`src/btfc_pkg.sv`:
```
// ----------------------------------------------------------------------------
// btfc_pkg: shared types and codes for the balanced ternary fraction converter
// Item structs for both channels, balanced digit codes and parameter defaults.
// ----------------------------------------------------------------------------
package btfc_pkg;

	localparam int IN_BITS         = 63;
	localparam int DIGIT_SLOTS_DEF = 42;
	localparam int VALUE_BITS_DEF  = 64;

	// balanced ternary digit codes
	localparam logic [1:0] DIG_ZERO  = 2'd0;
	localparam logic [1:0] DIG_PLUS  = 2'd1;
	localparam logic [1:0] DIG_MINUS = 2'd2;

	typedef struct packed {
		logic [IN_BITS-1:0] numerator;
		logic [IN_BITS-1:0] denominator;
	} in_item_t;

	typedef struct packed {
		logic [1:0] digit;
		logic       point_after;
		logic       last;
	} out_item_t;

endpackage

```
`src/balanced_ternary_fraction_convert.sv`:
```
// ----------------------------------------------------------------------------
// balanced_ternary_fraction_convert: numerator / 3^k to balanced ternary
// Command in, one digit per strobe out, MSB first.
// ----------------------------------------------------------------------------
// Usage:
//   Raise start with operands; the transfer happens on an edge where busy is
//   low. Digits come out on result, one per cycle, each marked by strobe for
//   exactly one cycle; the receiver cannot stall, so it must take every one.
//   result.last flags the final digit of a number, result.point_after the
//   digit the radix point follows (none for an empty or all-zero fraction).
// Operation:
//   Front: one numerator bit a cycle through the ternary doubling register.
//   Back: a balanced sweep over the digit store, then one digit a cycle
//   for each emitted digit. Throughput is that of the slower of the two.
//   A two-entry job queue lets the front take a new command while the back
//   still emits the previous number.
// Reset:
//   arst_n clears both state machines and the queue; busy and strobe drop low.
// ----------------------------------------------------------------------------
module balanced_ternary_fraction_convert #(
	parameter int DIGIT_SLOTS = btfc_pkg::DIGIT_SLOTS_DEF,
	parameter int VALUE_BITS  = btfc_pkg::VALUE_BITS_DEF
) (
	input  logic                clk,
	input  logic                arst_n,
	input  logic                start,
	input  btfc_pkg::in_item_t  operands,
	output logic                busy,
	output logic                strobe,
	output btfc_pkg::out_item_t result
);
	import btfc_pkg::*;

	localparam int TRITS = DIGIT_SLOTS - 1;
	localparam int IDX_W = $clog2(DIGIT_SLOTS);
	localparam int JOB_W = IDX_W + 2 * TRITS;

	// job = {fraction length, base-3 digits of the numerator}
	logic             push;
	logic [JOB_W-1:0] push_data;
	logic             full;
	logic             pop;
	logic [JOB_W-1:0] pop_data;
	logic             empty;

	btfc_front #(
		.DIGIT_SLOTS (DIGIT_SLOTS),
		.VALUE_BITS  (VALUE_BITS)
	) u_front (
		.clk       (clk),
		.arst_n    (arst_n),
		.start     (start),
		.operands  (operands),
		.busy      (busy),
		.push      (push),
		.push_data (push_data),
		.full      (full)
	);

	btfc_queue #(
		.W (JOB_W)
	) u_queue (
		.clk       (clk),
		.arst_n    (arst_n),
		.push      (push),
		.push_data (push_data),
		.full      (full),
		.pop       (pop),
		.pop_data  (pop_data),
		.empty     (empty)
	);

	// back drains the queue and emits; it never waits on the receiver
	btfc_back #(
		.DIGIT_SLOTS (DIGIT_SLOTS)
	) u_back (
		.clk       (clk),
		.arst_n    (arst_n),
		.job_valid (!empty),
		.job_data  (pop_data),
		.job_pop   (pop),
		.strobe    (strobe),
		.result    (result)
	);

endmodule

```
`src/btfc_front.sv`:
```
// ----------------------------------------------------------------------------
// btfc_front: command intake and base-3 conversion
// Shifts the numerator in MSB first, doubling a ternary register each bit,
// and counts the fraction length against a running power of three.
// ----------------------------------------------------------------------------
module btfc_front #(
	parameter  int DIGIT_SLOTS = btfc_pkg::DIGIT_SLOTS_DEF,
	parameter  int VALUE_BITS  = btfc_pkg::VALUE_BITS_DEF,
	localparam int TRITS       = DIGIT_SLOTS - 1,
	localparam int IDX_W       = $clog2(DIGIT_SLOTS),
	localparam int JOB_W       = IDX_W + 2 * TRITS
) (
	input  logic                clk,
	input  logic                arst_n,
	input  logic                start,
	input  btfc_pkg::in_item_t  operands,
	output logic                busy,
	output logic                push,
	output logic [JOB_W-1:0]    push_data,
	input  logic                full
);
	import btfc_pkg::*;

	localparam int NUM_BITS = (VALUE_BITS < IN_BITS) ? VALUE_BITS : IN_BITS;
	localparam int CNT_W    = $clog2(NUM_BITS + 1);

	// ordinary base-3 digit values
	localparam logic [1:0] TRIT_0 = 2'd0;
	localparam logic [1:0] TRIT_1 = 2'd1;
	localparam logic [1:0] TRIT_2 = 2'd2;

	typedef enum logic [2:0] {
		F_IDLE = 3'b001,
		F_CONV = 3'b010,
		F_PUSH = 3'b100
	} fstate_t;

	fstate_t              state_q;
	logic [CNT_W-1:0]     cnt_q;
	logic                 den_run_q;
	logic [NUM_BITS-1:0]  num_q;
	logic [2*TRITS-1:0]   trits_q;
	logic [IN_BITS-1:0]   den_q;
	logic [IN_BITS:0]     pow_q;
	logic [IDX_W-1:0]     frac_q;

	logic [TRITS-1:0]     gen;
	logic [TRITS-1:0]     prop;
	logic [TRITS-1:0]     carry;
	logic [TRITS:0]       csum;
	logic [2*TRITS-1:0]   trits_nx;
	logic                 pow_le;
	logic [IN_BITS:0]     pow_x3;

	// x2 + bit: digit 2 always carries, digit 1 passes the incoming carry on,
	// so the carry chain is an ordinary add of (g|p) + g.
	always_comb begin
		for (int i = 0; i < TRITS; i++) begin
			gen[i]  = (trits_q[2*i +: 2] == TRIT_2);
			prop[i] = (trits_q[2*i +: 2] == TRIT_1);
		end
		csum  = {1'b0, gen | prop} + {1'b0, gen} + {{TRITS{1'b0}}, num_q[NUM_BITS-1]};
		carry = csum[TRITS-1:0] ^ (gen | prop) ^ gen;
		for (int i = 0; i < TRITS; i++) begin
			case (trits_q[2*i +: 2])
				TRIT_0:  trits_nx[2*i +: 2] = carry[i] ? TRIT_1 : TRIT_0;
				TRIT_1:  trits_nx[2*i +: 2] = carry[i] ? TRIT_0 : TRIT_2;
				TRIT_2:  trits_nx[2*i +: 2] = carry[i] ? TRIT_2 : TRIT_1;
				default: trits_nx[2*i +: 2] = TRIT_0;
			endcase
		end
	end

	assign pow_le = (pow_q <= {1'b0, den_q});
	assign pow_x3 = pow_q + {pow_q[IN_BITS-1:0], 1'b0};

	always_ff @(posedge clk or negedge arst_n) begin
		if (!arst_n) begin
			state_q   <= F_IDLE;
			cnt_q     <= '0;
			den_run_q <= 1'b0;
		end else begin
			case (state_q)
				F_IDLE: begin
					if (start) begin
						state_q   <= F_CONV;
						cnt_q     <= CNT_W'(NUM_BITS);
						den_run_q <= 1'b1;
					end
				end
				F_CONV: begin
					if (cnt_q != '0)
						cnt_q <= cnt_q - 1'b1;
					if (den_run_q && !pow_le)
						den_run_q <= 1'b0;
					if (cnt_q == '0 && !den_run_q)
						state_q <= F_PUSH;
				end
				F_PUSH: begin
					if (!full)
						state_q <= F_IDLE;
				end
				default: state_q <= F_IDLE;
			endcase
		end
	end

	always_ff @(posedge clk) begin
		if (state_q == F_IDLE && start) begin
			num_q   <= operands.numerator[NUM_BITS-1:0];
			den_q   <= operands.denominator;
			trits_q <= '0;
			pow_q   <= (IN_BITS+1)'(3);
			frac_q  <= '0;
		end else if (state_q == F_CONV) begin
			if (cnt_q != '0) begin
				num_q   <= num_q << 1;
				trits_q <= trits_nx;
			end
			if (den_run_q && pow_le) begin
				pow_q <= pow_x3;
				if (frac_q != IDX_W'(TRITS))
					frac_q <= frac_q + 1'b1;
			end
		end
	end

	assign busy      = (state_q != F_IDLE);
	assign push      = (state_q == F_PUSH) && !full;
	assign push_data = {frac_q, trits_q};

endmodule

```
`src/btfc_queue.sv`:
```
// ----------------------------------------------------------------------------
// btfc_queue: two-entry job queue
// Holds converted jobs between the front and the back.
// ----------------------------------------------------------------------------
module btfc_queue #(
	parameter int W = 8
) (
	input  logic         clk,
	input  logic         arst_n,
	input  logic         push,
	input  logic [W-1:0] push_data,
	output logic         full,
	input  logic         pop,
	output logic [W-1:0] pop_data,
	output logic         empty
);
	logic [W-1:0] slot_q [2];
	logic         wr_q;
	logic         rd_q;
	logic [1:0]   cnt_q;

	always_ff @(posedge clk or negedge arst_n) begin
		if (!arst_n) begin
			wr_q  <= 1'b0;
			rd_q  <= 1'b0;
			cnt_q <= '0;
		end else begin
			if (push)
				wr_q <= ~wr_q;
			if (pop)
				rd_q <= ~rd_q;
			cnt_q <= cnt_q + {1'b0, push} - {1'b0, pop};
		end
	end

	always_ff @(posedge clk) begin
		if (push)
			slot_q[wr_q] <= push_data;
	end

	assign full     = (cnt_q == 2'd2);
	assign empty    = (cnt_q == 2'd0);
	assign pop_data = slot_q[rd_q];

endmodule

```
`src/btfc_back.sv`:
```
// ----------------------------------------------------------------------------
// btfc_back: balanced digit pass and digit emission
// Sweeps the base-3 digits LSB first into the digit store with carry,
// finds the trimmed span, then reads it out MSB first, one digit a cycle.
// ----------------------------------------------------------------------------
module btfc_back #(
	parameter  int DIGIT_SLOTS = btfc_pkg::DIGIT_SLOTS_DEF,
	localparam int TRITS       = DIGIT_SLOTS - 1,
	localparam int IDX_W       = $clog2(DIGIT_SLOTS),
	localparam int JOB_W       = IDX_W + 2 * TRITS
) (
	input  logic                clk,
	input  logic                arst_n,
	input  logic                job_valid,
	input  logic [JOB_W-1:0]    job_data,
	output logic                job_pop,
	output logic                strobe,
	output btfc_pkg::out_item_t result
);
	import btfc_pkg::*;

	typedef enum logic [2:0] {
		B_IDLE  = 3'b001,
		B_SWEEP = 3'b010,
		B_EMIT  = 3'b100
	} bstate_t;

	bstate_t             state_q;
	logic [2*TRITS-1:0]  src_q;
	logic [IDX_W-1:0]    frac_q;
	logic [IDX_W-1:0]    k_q;
	logic                carry_q;
	logic [IDX_W-1:0]    zeros_q;
	logic                zrun_q;
	logic [IDX_W-1:0]    top_q;
	logic [1:0]          digit_store_q [DIGIT_SLOTS];

	logic                valid_s1;
	logic [1:0]          digit_s1;
	logic                point_s1;
	logic                last_s1;

	logic [2:0]          v;
	logic [1:0]          bal;
	logic                carry_nx;
	logic                top_hit;

	// digit plus carry: 2 becomes minus one with carry, 3 becomes zero with carry
	always_comb begin
		v = {1'b0, src_q[1:0]} + {2'b0, carry_q};
		case (v)
			3'd0: begin
				bal      = DIG_ZERO;
				carry_nx = 1'b0;
			end
			3'd1: begin
				bal      = DIG_PLUS;
				carry_nx = 1'b0;
			end
			3'd2: begin
				bal      = DIG_MINUS;
				carry_nx = 1'b1;
			end
			default: begin
				bal      = DIG_ZERO;
				carry_nx = 1'b1;
			end
		endcase
		top_hit = (k_q > frac_q) && (bal != DIG_ZERO);
	end

	assign job_pop = (state_q == B_IDLE) && job_valid;

	always_ff @(posedge clk or negedge arst_n) begin
		if (!arst_n) begin
			state_q  <= B_IDLE;
			valid_s1 <= 1'b0;
		end else begin
			valid_s1 <= (state_q == B_EMIT);
			case (state_q)
				B_IDLE: begin
					if (job_valid)
						state_q <= B_SWEEP;
				end
				B_SWEEP: begin
					if (k_q == IDX_W'(DIGIT_SLOTS - 1))
						state_q <= B_EMIT;
				end
				B_EMIT: begin
					if (k_q == zeros_q)
						state_q <= B_IDLE;
				end
				default: state_q <= B_IDLE;
			endcase
		end
	end

	always_ff @(posedge clk) begin
		case (state_q)
			B_IDLE: begin
				if (job_valid) begin
					src_q   <= job_data[2*TRITS-1:0];
					frac_q  <= job_data[JOB_W-1 -: IDX_W];
					top_q   <= job_data[JOB_W-1 -: IDX_W];
					k_q     <= '0;
					carry_q <= 1'b0;
					zeros_q <= '0;
					zrun_q  <= 1'b1;
				end
			end
			B_SWEEP: begin
				src_q   <= src_q >> 2;
				carry_q <= carry_nx;
				// trailing fraction zeros
				if (zrun_q && (k_q < frac_q) && (bal == DIG_ZERO))
					zeros_q <= zeros_q + 1'b1;
				else
					zrun_q <= 1'b0;
				// highest nonzero integer digit, units digit kept
				if (top_hit)
					top_q <= k_q;
				if (k_q == IDX_W'(DIGIT_SLOTS - 1))
					k_q <= top_hit ? k_q : top_q;
				else
					k_q <= k_q + 1'b1;
			end
			B_EMIT: begin
				point_s1 <= (k_q == frac_q) && (frac_q != '0) && (zeros_q != frac_q);
				last_s1  <= (k_q == zeros_q);
				k_q      <= k_q - 1'b1;
			end
			default: ;
		endcase
	end

	// digit store: one write port in the sweep, one registered read in emission
	always_ff @(posedge clk) begin
		if (state_q == B_SWEEP)
			digit_store_q[k_q] <= bal;
		digit_s1 <= digit_store_q[k_q];
	end

	assign strobe = valid_s1;

	always_comb begin
		result.digit       = digit_s1;
		result.point_after = point_s1;
		result.last        = last_s1;
	end

endmodule

```
`config.mk`:
```
export PLATFORM = sky130hd
export DESIGN_NAME = balanced_ternary_fraction_convert
export DESIGN_NICKNAME = d
export VERILOG_FILES = /design/src/btfc_pkg.sv /design/src/balanced_ternary_fraction_convert.sv /design/src/btfc_front.sv /design/src/btfc_queue.sv /design/src/btfc_back.sv
export SDC_FILE = /design/constraint.sdc
export NUM_CORES = 1
export LEC_CHECK = 0
export ABC_AREA = 1
export BUFFER_PORTS_ARGS = -buffer_cell sky130_fd_sc_hd__buf_2
export CAP_MARGIN = 10
export CORE_ASPECT_RATIO = 1.5
export CORE_MARGIN = 2
export CORE_UTILIZATION = 46
export CTS_BUF_LIST = sky130_fd_sc_hd__clkbuf_8
export DETAILED_ROUTE_END_ITERATION = 8
export PLACE_DENSITY = 0.64
export SLEW_MARGIN = 20
export SYNTH_ARGS = -nofsm -noshare
export SYNTH_HDL_FRONTEND = slang
export SYNTH_HIERARCHICAL = 1
export SYNTH_SLANG_ARGS = --single-unit
```
`constraint.sdc`:
```
create_clock -name clk -period 5.22 [get_ports clk]
set_input_delay 0.522 -clock clk [delete_from_list [all_inputs] [get_ports clk]]
set_output_delay 0.522 -clock clk [all_outputs]
set_load 0.02 [all_outputs]
```
== Word level (Yosys, flattened, before mapping) ==
Memories as Yosys holds them, arrays and structs flattened. A register that Yosys moved wholly into a read port is not among the register bits.
Index checks and enable logic that the tools add are counted.
W data, S select, Z words.

* Memories kept: 2
* RAM bits: 260
* Word-level logic and storage cells: 435
* Output and inout port bits: 6
* Flip-flop bits (word level): 406
* Input bits: 129

{| class="wikitable"
|+ Memories
! memory !! depth !! bits a word !! read ports !! clocked after Yosys merged registers in !! wr ports !! line !! RTL
|-
| u_queue.slot_q || 2 || 88 || 1 || 0 || 1 || btfc_queue.sv:17 || <nowiki>logic [W-1:0] slot_q [2];</nowiki>
|-
| u_back.digit_store_q || 42 || 2 || 1 || 1 || 1 || btfc_back.sv:36 || <nowiki>logic [1:0] digit_store_q [DIGIT_SLOTS];</nowiki>
|}

* Multiplexer cells: 202
* Magnitude comparators: 3
* Equal/unequal tests: 107
* Reductions and logical operators: 82
* Bitwise operators: 6
* Add/sub/neg operators: 11

{| class="wikitable"
|+ Operators with widths
! kind !! number
|-
| $pmux W2 S3 || 41
|-
| $mux W63 || 3
|-
| $mux W2 || 82
|-
| $pmux W82 S2 || 1
|-
| $logic_not A2 Y1 || 43
|-
| $eq A2 B2 Y1 const B || 42
|-
| $eq A2 B1 Y1 const B || 41
|-
| $mux W82 || 1
|-
| $xor A41 B41 Y41 || 2
|-
| $add A64 B64 Y64 || 1
|-
| $le A64 B63 Y1 || 1
|-
| $mux W1 || 51
|-
| $mux W6 || 7
|-
| $add A41 B1 Y41 || 1
|-
| $add A41 B41 Y41 || 1
|-
| $or A41 B41 Y41 || 1
|-
| $pmux W6 S2 || 3
|-
| $reduce_and A3 Y1 || 7
|-
| $add A6 B1 Y6 const B || 3
|-
| $mux W3 || 6
|-
| $pmux W3 S3 || 2
|-
| $pmux W6 S3 || 1
|-
| $eq A6 B6 Y1 || 2
|-
| $reduce_and A2 Y1 || 6
|-
| 26 further kinds || 62
|}

== Depth between registers and ports, before layout ==
Gate-level depths: netlist of the first run.

* Word-level depth: 8
* Mapped depth: 19
* Depth with buffers taken out: 19

== Hierarchy ==
Netlist of the first run, hierarchy kept.

{| class="wikitable"
|+ By module, submodules not included
! module !! seq. area each (um^2) !! times used !! area each (um^2) !! cells each
|-
| btfc_front || 7,058.0 || 1 || 23,722.8 || 3,464
|-
| btfc_back || 5,967.0 || 1 || 9,203.8 || 952
|-
| btfc_queue || 5,385.2 || 1 || 6,730.2 || 484
|-
| balanced_ternary_fraction_convert || 0.0 || 1 || 3.8 || 1
|}

== Worst setup path after synthesis of the first run ==
No wires, ideal clock.

* Path kind: register -> register
* Start point: register u_front.state_q[1]
* End point: memory u_queue/slot_q[0][0] (netlist name) (enable)
* Stages on the path, launching flop included: 6
* Data arrival time: 4,455 ps
* Setup slack: 230 ps
* Data required time: 4,685 ps
* Buffers on the path: 0
* Clock period less this slack: 4,990 ps
* Setup time: 535 ps
* Cells stage by stage: dfrtp_1 -> inv_1 -> nand3_1 -> nor2_1 -> inv_1 -> nor2_1

* Word-level cells in the longest chain between the ends: 4

{| class="wikitable"
|+ RTL lines
! what !! line !! RTL
|-
| start: declaration || btfc_front.sv:38 || <nowiki>fstate_t state_q;</nowiki>
|-
| start signal: assignment || btfc_front.sv:79 || <nowiki>state_q <= F_IDLE;</nowiki>
|-
| start signal: assignment || btfc_front.sv:86 || <nowiki>state_q <= F_CONV;</nowiki>
|-
| start signal: assignment || btfc_front.sv:97 || <nowiki>state_q <= F_PUSH;</nowiki>
|-
| $eq A3 B3 Y1 || btfc_front.sv:129 || <nowiki>assign push = (state_q == F_PUSH) && !full;</nowiki>
|-
| $logic_and A1 B1 Y1 || btfc_front.sv:129 ||
|-
| named net push || balanced_ternary_fraction_convert.sv:39 || <nowiki>logic push;</nowiki>
|-
| $mux W1 || btfc_queue.sv:37 || <nowiki>if (push)</nowiki>
|-
| $mux W1 (implied by the code) || btfc_queue.sv:38 || <nowiki>slot_q[wr_q] <= push_data;</nowiki>
|-
| end: declaration || btfc_queue.sv:17 ||
|}

The timed path passes the listed nets, and every way through them passes these cells.

== Final worst setup path of the first run ==
* Start point: register u_front.pow_q[31]
* End point: register u_front.pow_q[40]

* Word-level cells in the longest chain between the ends: 3
* Elaborated cells between the ends (all ways): 4
* Those cells by class: 1 x add/sub; 1 x order compare; 2 x reduce/logical

{| class="wikitable"
|+ RTL lines
! what !! line !! RTL
|-
| start: declaration || btfc_front.sv:44 || <nowiki>logic [IN_BITS:0] pow_q;</nowiki>
|-
| start signal: assignment || btfc_front.sv:113 || <nowiki>pow_q <= (IN_BITS+1)'(3);</nowiki>
|-
| start signal: assignment || btfc_front.sv:121 || <nowiki>pow_q <= pow_x3;</nowiki>
|-
| $le A64 B63 Y1 || btfc_front.sv:74 || <nowiki>assign pow_le = (pow_q <= {1'b0, den_q});</nowiki>
|-
| $logic_and A1 B1 Y1 || btfc_front.sv:120 || <nowiki>if (den_run_q && pow_le) begin</nowiki>
|-
| $reduce_and A2 Y1 (no source line) || - ||
|}

Parallel ways exist; a longest one is shown, timed or not.
A chain may end at the register's enable or synchronous reset.

==> results.json, run 1 <==
{
  "crit_path_start_kind": "register",
  "cp-end-kind": "register",
  "root_buffer": "clkbuf_8",
  "clockBufferDepth": 3,
  "dr_total_vias": 32500,
  "final_layout_size_suffix_gt1_share_pct": 6.19,
  "synthCells": 4901,
  "synth_ff_type": "edfxtp_1",
  "cp_cell_sequence": "ha_1 -> nand2_1 -> nor2_1 -> nand4_1 -> inv_1 -> nand4_1 -> nor2_1 -> nand2_1 -> nand2_2 -> nand2_2 -> o21ai_0 -> nor2_1",
  "drc_errors": 0,
  "grt_overflow_total": 0,
  "async_flop_share_pct": 2.70,
  "htree_levels": 3,
  "cts-buffers-inserted": 107,
  "power_w": 0.0227,
  "grt_usage_pct": 24.0,
  "die_x_um": 244,
  "criticalPathCategory": "reg2reg",
  "wirelength_um": 106000,
  "arrival_ns": 4.17,
  "antenna_found_initial": 7,
  "synth.avg_cell_area_um2": 8.09,
  "peakVddDrop_mv": 0.278,
  "syn_area_um2": 39700,
  "dp.cells": 6074,
  "synth_edf_count": 496,
  "grt_max_degree": 95,
  "via_per_inst": 5.07,
  "fmax_ghz": 0.285,
  "max_slew.worst_pin.slew_ns": 1.08,
  "coreArea_um2": 85200,
  "layoutNonFillerInstCount": 6407,
  "synth_nets": 5404,
  "finalCriticalPeriod_ns": 3.50,
  "drt_iter0_drc": 1727,
  "die_area_um2": 88600,
  "place_congestion": 1.07,
  "postCtsSetupBuffers": 0,
  "portBuffers": 134,
  "yosysWarnings": 6,
  "p_leak_nw": 21.2,
  "p_per_area_nw_per_um2": 507,
  "cp_top_family": "simple AND/OR/NAND/NOR gates",
  "wire_per_inst_um": 16.5,
  "grt_pass1_vias": 32300,
  "synth_top_area_share_pct": 37.6,
  "cp.required_ns": 5.88,
  "cts_resized": 0,
  "max-cap-violations": 0,
  "fin_hold_ws_ns": 0.0668,
  "fin_ws_ns": 1.72,
  "synth_cell_types": 54,
  "crit_top_cell": "nor2_1",
  "synthTopCellsByArea": "edfxtp_1 38%, nand2_1 15%, ha_1 12%",
  "hold_viol_final": 0,
  "hp-class": "in2reg",
  "start_util_pct": 46.5,
  "cts_tree": "done",
  "finalNetCount": 5679,
  "insertion_delay_ns": 0.78,
  "fin_skew_ns": 0.0391,
  "grt_pass1_wl_um": 168000,
  "fill_cells": 8111,
  "cts.clk_slew.worst_paths_ns": 0.06,
  "finalSetupViolCount": 0,
  "outcome": "completed",
  "slew_viol_final": 0,
  "max_stage_delay_ns": 0.64,
  "dp_slack_ns": 1.74,
  "ant_nets": 0,
  "dr.pass1.iters": 8,
  "area_growth_pct": 12.9,
  "place_hpwl_um": 75300,
  "io_pins": 135,
  "ys_seq_elements": 667,
  "rsz0062_at_grt": "false",
  "cts_sinks": 667,
  "period_share_pct": 67.1,
  "crit_path_max_fanout": 54,
  "fp.dieH_um": 364,
  "yosysTopAreaCell": "edfxtp_1",
  "cp_slowest_cell": "nand2_2",
  "yosysSeqAreaShare_pct": 46.4,
  "critPathBufInv": 1,
  "rows": 131,
  "setup_tns_ns": 0,
  "slew_headroom_pct": 27.7
}
-- placed cells by master (no fill, tap or decap), types with 8 or more instances in the layout --
master / netlist / final
nand2_1: 1611 / 1609
inv_1: 667 / 699
edfxtp_1: 496 / 496
nor2_1: 453 / 452
ha_1: 373 / 373
o21ai_0: 304 / 304
a21oi_1: 228 / 228
dfxtp_1: 153 / 153
nand3_1: 138 / 138
buf_2: 38 / 134
dlygate4sd3_1: 0 / 123
clkbuf_8: 0 / 122
xor2_1: 72 / 72
nor3_1: 66 / 66
nand4_1: 63 / 63
clkinv_1: 5 / 28
o22ai_1: 25 / 25
o21bai_1: 18 / 18
buf_4: 14 / 18
clkinv_2: 0 / 15
dfrtp_1: 16 / 15
xnor2_1: 14 / 14
a21o_1: 8 / 8
-- worst paths after layout --
kind                                                 from                              end  slack [ns]  cells after the start
hold reg to reg            u_front/frac_q[4]$_SDFFE_PP0P_  u_queue/slot_q[0][86]$_DFFE_PP_        0.50                      0
hold / removal                               operands[83]      u_front/num_q[20]$_DFFE_PP_        0.07                      3
setup / recovery           u_front/pow_q[31]$_SDFFE_PP0P_   u_front/pow_q[40]$_SDFFE_PP0P_        1.72                     12
min in group asynchronous                          arst_n          u_back/strobe$_DFF_PN0_        0.29                      2
setup reg to reg           u_front/pow_q[31]$_SDFFE_PP0P_   u_front/pow_q[40]$_SDFFE_PP0P_        1.72                     12
max in group asynchronous                          arst_n         u_queue/rd_q$_DFFE_PN0P_        4.52                      2
-- logic make-up (layout without fill, tap and decap cells) --
logic type               after synthesis  after routing  synth area share, %
AO/OA/AOI/OAI                        620            620                 8.27
flip-flops                           667            667                 46.4
XOR/XNOR                              87             87                 1.96
buffers and inverters                789           1158                 7.82
other                                  0              7                    0
AND/OR/NAND/NOR                     2361           2361                 23.6
multiplexers                           2              2               0.0505
adder cells (fa/ha/maj)              375            375                 11.8
-- sequential cells by signal, summed over array words and instances, names as in the netlist, 63 cells and up --
name	flops
u_back/digit_store_q	84
u_back/src_q	82
u_front/den_q	63
u_front/num_q	63
u_front/pow_q	63
u_front/trits_q	82
u_queue/slot_q	176
-- worst reg2reg max path: stages (launching register included) --
cell and delay, ns:
dfxtp_1 0.44, ha_1 0.37, nand2_1 0.07, nor2_1 0.15, nand4_1 0.20, inv_1 0.25, nand4_1 0.11, nor2_1 0.24
nand2_1 0.17, nand2_2 0.22, nand2_2 0.64, o21ai_0 0.47, nor2_1 0.07
-- synth_stat cells, drive strengths merged, types with 64 or more instances --
cell type  count
a21oi        229
edfxtp       496
nand3        138
dfxtp        153
xor2          72
nand2       1613
nor3          69
ha           373
buf           64
nor2         454
inv          671
o21ai        311
-- power breakdown --
group | internal, W | switching (W) | total (W)
combinational | 0.00299 | 0.00646 | 0.00946
clock | 0.00224 | 0.00217 | 0.00441
sequential | 0.00786 | 0.000983 | 0.00884
total | 0.0131 | 0.00962 | 0.0227
-- final cells by class --
class                      count  area (um2)  share of cell area, %
clock buffer                 122        1680                   3.75
inverter                     676        2550                   5.69
clock inverter                81         408                  0.911
antenna                        7        17.5                 0.0391
multi-input combinational   3445       18200                   40.6
tap                         1130        1410                   3.16
timing repair buffer         279        2120                   4.74
sequential                   667       18400                   41.1
-- through the flow --
step                      util, %  cell area [um2]
final                        52.5            44800
after global routing         52.5            44800
after CTS                    52.5            44800
after detailed placement     48.6            41400
after global placement       48.6            41400
after floorplan                 -            39700
-- timing repair --
item / CTS / global route
hold endpoints to repair: 138 / 0
setup endpoints to repair: 0 / 0
hold buffers: 123 / 0
-- per-layer routing --
layer / global-route usage [%] / wire length [um]
met1: 24.8 / 39500
met2: 43.9 / 53800
met3: 4.34 / 4720
met4: 16.3 / 7550
met5: 0 / 0
Note: power is estimated with default switching activity, not from simulation.
==> run 2, diff against run 1 <==
==> constraint.sdc (replaced) <==
create_clock -name clk -period 3.09 [get_ports clk]
set_input_delay 0.309 -clock clk [delete_from_list [all_inputs] [get_ports clk]]
set_output_delay 0.309 -clock clk [all_outputs]
set_load 0.02 [all_outputs]
==> run 2 against run 1 <==
  * Hold slack gained 0.048 ns
  * Non-clock buffer count grew 32
  * Utilization grew 0.47 points
  * Cell area grew 0.90%
  * Maximum frequency grew 20%
  * Clock-buffer cell count is the same
  * Global-route usage shrank 0.49 points
  * Sequential power grew 69%
  * Worst setup slack lost 1.5 ns
  * Clock skew grew 0.017 ns
  * Via count shrank 0.60%
==> results.json, run 2 (synthesis results as in run 1) <==
{
  "htree_levels": 3,
  "grt_usage_pct": 23.5,
  "mostFrequentLayoutCells": "1609 x nand2_1, 696 x inv_1, 496 x edfxtp_1",
  "max-cap-violations": 0,
  "crit_path_max_fanout": 22,
  "cts_tree": "done",
  "rsz0062_at_grt": "false",
  "die_area_um2": 88600,
  "outcome": "completed",
  "grt_overflow_total": 0,
  "layout_commonest_cell": "nand2_1",
  "max_slew.worst_pin.slew_ns": 0.851,
  "regToRegStartpoint": "u_front/pow_q[55]$_SDFFE_PP0P_",
  "rows": 131,
  "fin_hold_ws_ns": 0.114,
  "dr.pass1.iters": 5,
  "max_stage_delay_ns": 0.67,
  "period_share_pct": 94.4,
  "p_per_area_nw_per_um2": 854,
  "top_regs": "u_queue/slot_q (176), u_back/digit_store_q (84)",
  "cts-buffers-inserted": 105,
  "place_hpwl_um": 74000,
  "drt_iter0_drc": 2016,
  "finalCriticalPeriod_ns": 2.92,
  "cp_cell_sequence": "ha_1 -> nand2_1 -> nor2_1 -> nand4_1 -> nor4_1 -> nand2_1 -> a21oi_4 -> buf_4 -> nand2_1 -> nand2_1 -> nor2_1",
  "ant_nets": 0,
  "r2r-end": "u_front/pow_q[46]$_SDFFE_PP0P_",
  "io_pins": 135,
  "portBuffers": 134,
  "wire_per_inst_um": 16.1,
  "finalNetCount": 5709,
  "rrSetupSlack_ns": 0.17,
  "regMostFlops": "u_queue/slot_q",
  "area_growth_pct": 13.9,
  "die_x_um": 244,
  "dr_total_vias": 32300,
  "wirelength_um": 104000,
  "largest_reg_flops": 176,
  "slew_headroom_pct": 42.7,
  "cts.clk_slew.worst_paths_ns": 0.06,
  "cp-end-kind": "register",
  "via_per_inst": 5.01,
  "postCtsSetupBuffers": 0,
  "coreArea_um2": 85200,
  "hold_viol_final": 0,
  "endpoint": "u_front/pow_q[46]$_SDFFE_PP0P_",
  "drc_errors": 0,
  "cp.required_ns": 3.76,
  "fill_cells": 8063,
  "finalSetupViolCount": 0,
  "grt_pass1_wl_um": 165000,
  "grt_max_degree": 137,
  "setup_tns_ns": 0,
  "fin_skew_ns": 0.0561,
  "fp.dieH_um": 364,
  "insertion_delay_ns": 0.79,
  "fmax_ghz": 0.343,
  "cp_slowest_cell": "nor4_1",
  "crit_top_cell": "nand2_1",
  "grt_pass1_vias": 32200,
  "arrival_ns": 3.59,
  "root_buffer": "clkbuf_8",
  "cts_sinks": 667,
  "p_leak_nw": 21.4,
  "place_congestion": 1.02,
  "slew_viol_final": 0,
  "clockBufferDepth": 3,
  "rr_worst_depth": 11,
  "start_util_pct": 46.5,
  "peakVddDrop_mv": 0.679,
  "crit_path_start": "u_front/pow_q[55]$_SDFFE_PP0P_",
  "antenna_found_initial": 4,
  "final_layout_size_suffix_gt1_share_pct": 6.94,
  "crit_path_start_kind": "register",
  "hp-class": "in2async",
  "criticalPathCategory": "reg2reg"
}
run 2: cell count changes in the layout (fill, tap and decap cells not counted), sizes merged:
cell         previous run  this run
diode                   7         5
inv                   708       704
dlygate4sd3           123       128
clkinvlp                3         7
buf                   156       183
clkinv                 44        40
bufinv                  2         3
run 2: repair_timing:
action	4_1_cts	5_1_grt
setup endpoints to repair	0	76
hold endpoints to repair	147	0
resized for setup	0	3
hold buffers	129	0
run 2: worst min-delay path by stage:
stage / depth (start not counted) / from / end
2_1_floorplan: 0 / arst_n / u_back/state_q[1]$_DFFE_PN0P_
5_1_grt: 2 / arst_n / u_front/state_q[0]$_DFFE_PN1P_
3_5_place_dp: 1 / arst_n / u_back/strobe$_DFF_PN0_
4_1_cts: 2 / arst_n / u_front/state_q[0]$_DFFE_PN1P_
6_report: 2 / arst_n / u_front/state_q[0]$_DFFE_PN1P_
3_3_place_gp: 1 / arst_n / u_back/strobe$_DFF_PN0_
run 2: area by class of cell:
type,count,area [um2],area share [%]
tap,1130,1410,3.13
clock inverter,78,444,0.983
timing repair buffer,311,2480,5.49
multi-input combinational,3445,18200,40.3
antenna,5,12.5,0.0277
inverter,676,2550,5.64
sequential,667,18400,40.8
clock buffer,122,1680,3.72
run 2: routing by layer:
layer	vias to the layer above	share of wire (%)	wire length, um	track usage, %
met4	2	6.9	7170	15.9
met2	689	52	53600	43.7
met3	333	3.6	3760	3.37
li1	16400	-	-	-
met1	14800	38	39200	24.3
met5	-	0.013	13	0
run 2: power breakdown:
group	internal (W)	total (W)	leakage (nW)	switching, W
combinational	0.00529	0.0162	14.1	0.0109
sequential	0.0133	0.0149	6.10	0.00165
clock	0.00387	0.00750	1.21	0.00362
run 2: worst max-delay path: cells and delay by family (launching register included):
family / cells / cell delay, ns
adders and majority gates: 1 / 0.32
buffers and inverters: 1 / 0.30
and+or+nand+nor: 8 / 1.46
DFF: 1 / 0.37
AOI/OAI and AO/OA: 1 / 0.33
run 2: stage by stage:
| stage | utilization, % | worst slack (ns) | std cells | power [W] | cell area, um2 |
|---|---|---|---|---|---|
| finish | 53.0 | 0.173 | 6434 | 0.0386 | 45200 |
| global route | 53.0 | 0.0449 | 6433 | 0.0417 | 45200 |
| CTS | 53.0 | 0.0192 | 6429 | 0.0389 | 45200 |
| detailed placement | 49.0 | 0.0322 | 6100 | 0.0311 | 41700 |
| global placement | 49.0 | 0.0381 | 6100 | 0.0307 | 41700 |
| floorplan | - | 0.133 | 4901 | 0.0261 | 39700 |
==> run 3, diff against run 2 <==
--- a/config.mk
+++ b/config.mk
@@ -7,11 +7,9 @@
 export LEC_CHECK = 0
 export ABC_AREA = 1
 export BUFFER_PORTS_ARGS = -buffer_cell sky130_fd_sc_hd__buf_2
-export CAP_MARGIN = 10
 export CORE_ASPECT_RATIO = 1.5
 export CORE_MARGIN = 2
 export CORE_UTILIZATION = 46
-export CTS_BUF_LIST = sky130_fd_sc_hd__clkbuf_8
 export DETAILED_ROUTE_END_ITERATION = 8
 export PLACE_DENSITY = 0.64
 export SLEW_MARGIN = 20
==> constraint.sdc (replaced) <==
create_clock -name clk -period 2.4 [get_ports clk]
set_input_delay 0.24 -clock clk [delete_from_list [all_inputs] [get_ports clk]]
set_output_delay 0.24 -clock clk [all_outputs]
set_load 0.02 [all_outputs]
==> run 3 against run 2 <==
  * The flow now finishes with violations (negative setup slack)
  * Cell area up 11%
  * Routed wire length up 7.4%
  * Hold slack better by 0.0076 ns
  * Final cell count up 5.4%
  * Clock power up 49%
  * Global-route usage up 0.82 points
  * Critical endpoint is now u_front/pow_q[35]$_SDFFE_PP0P_
  * Highest routed layer is now met4
==> results.json, run 3 (synthesis results as in run 1) <==
{
  "fin_skew_ns": 0.0361,
  "hold_viol_final": 0,
  "p_leak_nw": 23.7,
  "cts_sinks": 667,
  "antenna_found_initial": 2,
  "grt_overflow_total": 0,
  "area_growth_pct": 26.5,
  "via_per_inst": 5.04,
  "period_share_pct": 103,
  "insertion_delay_ns": 0.66,
  "cp-end-kind": "register",
  "rows": 131,
  "clockBufferDepth": 3,
  "cts.clk_slew.worst_paths_ns": 0.06,
  "wire_per_inst_um": 16.4,
  "crit_path_max_fanout": 5,
  "outcome": "complete, but fails checks",
  "max_slew.worst_pin.slew_ns": 0.738,
  "htree_levels": 3,
  "power_w": 0.0563,
  "cp.required_ns": 2.98,
  "grt_pass1_wl_um": 170000,
  "drt_iter0_drc": 1878,
  "portBuffers": 134,
  "finalSetupViolCount": 49,
  "grt_pass1_vias": 33500,
  "grt_usage_pct": 24.3,
  "peakVddDrop_mv": 0.797,
  "ant_nets": 0,
  "fin_ws_ns": -0.0824,
  "dp.cells": 6500,
  "crit_path_start_kind": "register",
  "coreArea_um2": 85200,
  "die_x_um": 244,
  "wirelength_um": 111000,
  "largest_reg_flops": 176,
  "cts_tree": "done",
  "dp_slack_ns": -0.193,
  "final_layout_size_suffix_gt1_share_pct": 18.3,
  "place_hpwl_um": 79600,
  "place_congestion": 0.962,
  "hp-class": "in2async",
  "slew_viol_final": 0,
  "fin_hold_ws_ns": 0.122,
  "start_util_pct": 46.5,
  "violations": "negative setup slack",
  "cts-buffers-inserted": 70,
  "fp.dieH_um": 364,
  "layoutNonFillerInstCount": 6782,
  "io_pins": 135,
  "arrival_ns": 3.06,
  "crit_path_start": "u_front/den_q[23]$_DFFE_PP_",
  "layout_commonest_cell": "nand2_1",
  "regToRegStartpoint": "u_front/den_q[23]$_DFFE_PP_",
  "dr_total_vias": 34100,
  "finalNetCount": 6097,
  "fmax_ghz": 0.403,
  "finalCriticalPeriod_ns": 2.48,
  "drc_errors": 0,
  "regMostFlops": "u_queue/slot_q",
  "max-cap-violations": 0,
  "p_per_area_nw_per_um2": 1120,
  "top_regs": "u_queue/slot_q (176), u_back/digit_store_q (84)",
  "slew_headroom_pct": 50.8,
  "grt_max_degree": 137,
  "cp_cell_sequence": "inv_1 -> ha_4 -> nand2_2 -> nor2_4 -> nand4_1 -> inv_1 -> nand4_1 -> nor2_4 -> nand2_4 -> a21oi_4 -> buf_6 -> buf_12 -> clkbuf_16 -> nor2_2 -> nor2_1",
  "die_area_um2": 88600,
  "cp_slowest_cell": "edfxtp_1",
  "max_stage_delay_ns": 0.35,
  "dr.pass1.iters": 6,
  "criticalPathCategory": "reg2reg",
  "rsz0062_at_grt": "true",
  "mostFrequentLayoutCells": "1531 x nand2_1, 644 x inv_1, 496 x edfxtp_1",
  "root_buffer": "clkbuf_16"
}
[run 3: cell count changes in the layout (fill, tap and decap cells not counted), sizes merged]
cell / previous run / this run
buf: 183 / 599
inv: 704 / 674
clkinv: 40 / 18
clkbuf: 122 / 106
bufinv: 3 / 8
clkinvlp: 7 / 4
diode: 5 / 2
nand2: 1613 / 1614
[run 3: worst max-delay path: cells and delay by family (launching register included)]
kind	cells	cell delay, ns
simple gates	8	0.98
buf+inv	5	0.65
flops	1	0.35
fa+ha+maj	1	0.27
compound gates	1	0.15
[run 3: path summary, 6_finish.rpt]
check                                             endpoint  slack, ns  cells past startpoint
max reg2reg                 u_front/pow_q[35]$_SDFFE_PP0P_      -0.08                     15
min                           u_front/cnt_q[5]$_DFFE_PN0P_       0.12                      2
max in group asynchronous         u_queue/rd_q$_DFFE_PN0P_       1.86                      2
max                         u_front/pow_q[35]$_SDFFE_PP0P_      -0.08                     15
min reg2reg                u_queue/slot_q[1][42]$_DFFE_PP_       0.49                      0
min in group clk               u_front/den_q[16]$_DFFE_PP_       0.29                      2
[run 3: what timing repair did]
action,in CTS,in global routing
endpoints found under the hold margin,145,0
resized for setup,62,339
gates cloned,3,9
endpoints found under the setup margin,87,118
hold buffers,128,0
buffers inserted,8,5
pin swaps,9,59
[run 3: final cells by class]
type	count	area (um2)
Fill cell	7618	35100
Multi-Input combinational cell	3446	19400
Sequential cell	667	18500
Timing Repair Buffer	733	6010
Inverter	676	2550
Clock buffer	100	1930
Tap cell	1130	1410
Clock inverter	28	367
Antenna cell	2	5.00
[run 3: stage by stage]
stage | utilization, % | setup TNS (ns) | instance area [um2]
final | 58.9 | -1.42 | 50200
after global routing | 58.9 | -8.13 | 50200
after CTS | 57.3 | -0.979 | 48800
after detailed placement | 52.7 | -10.54 | 44900
after global placement | 52.7 | -5.97 | 44900
after floorplan | - | -18.66 | 39700
[run 3: metal layers]
metal  vias to the layer above  track usage [%]  part of all wire [%]
met5                         -                0                     0
met4                         0             17.2                   7.5
met3                       341             2.60                   3.1
met1                     15900             24.4                    36
met2                       690             46.3                    53
li1                      17200                -                     -
[run 3: power breakdown]
part | leakage (nW) | internal, W | switching, W
sequential | 6.11 | 0.0171 | 0.00171
clock | 1.11 | 0.00649 | 0.00467
combinational | 16.5 | 0.0100 | 0.0163
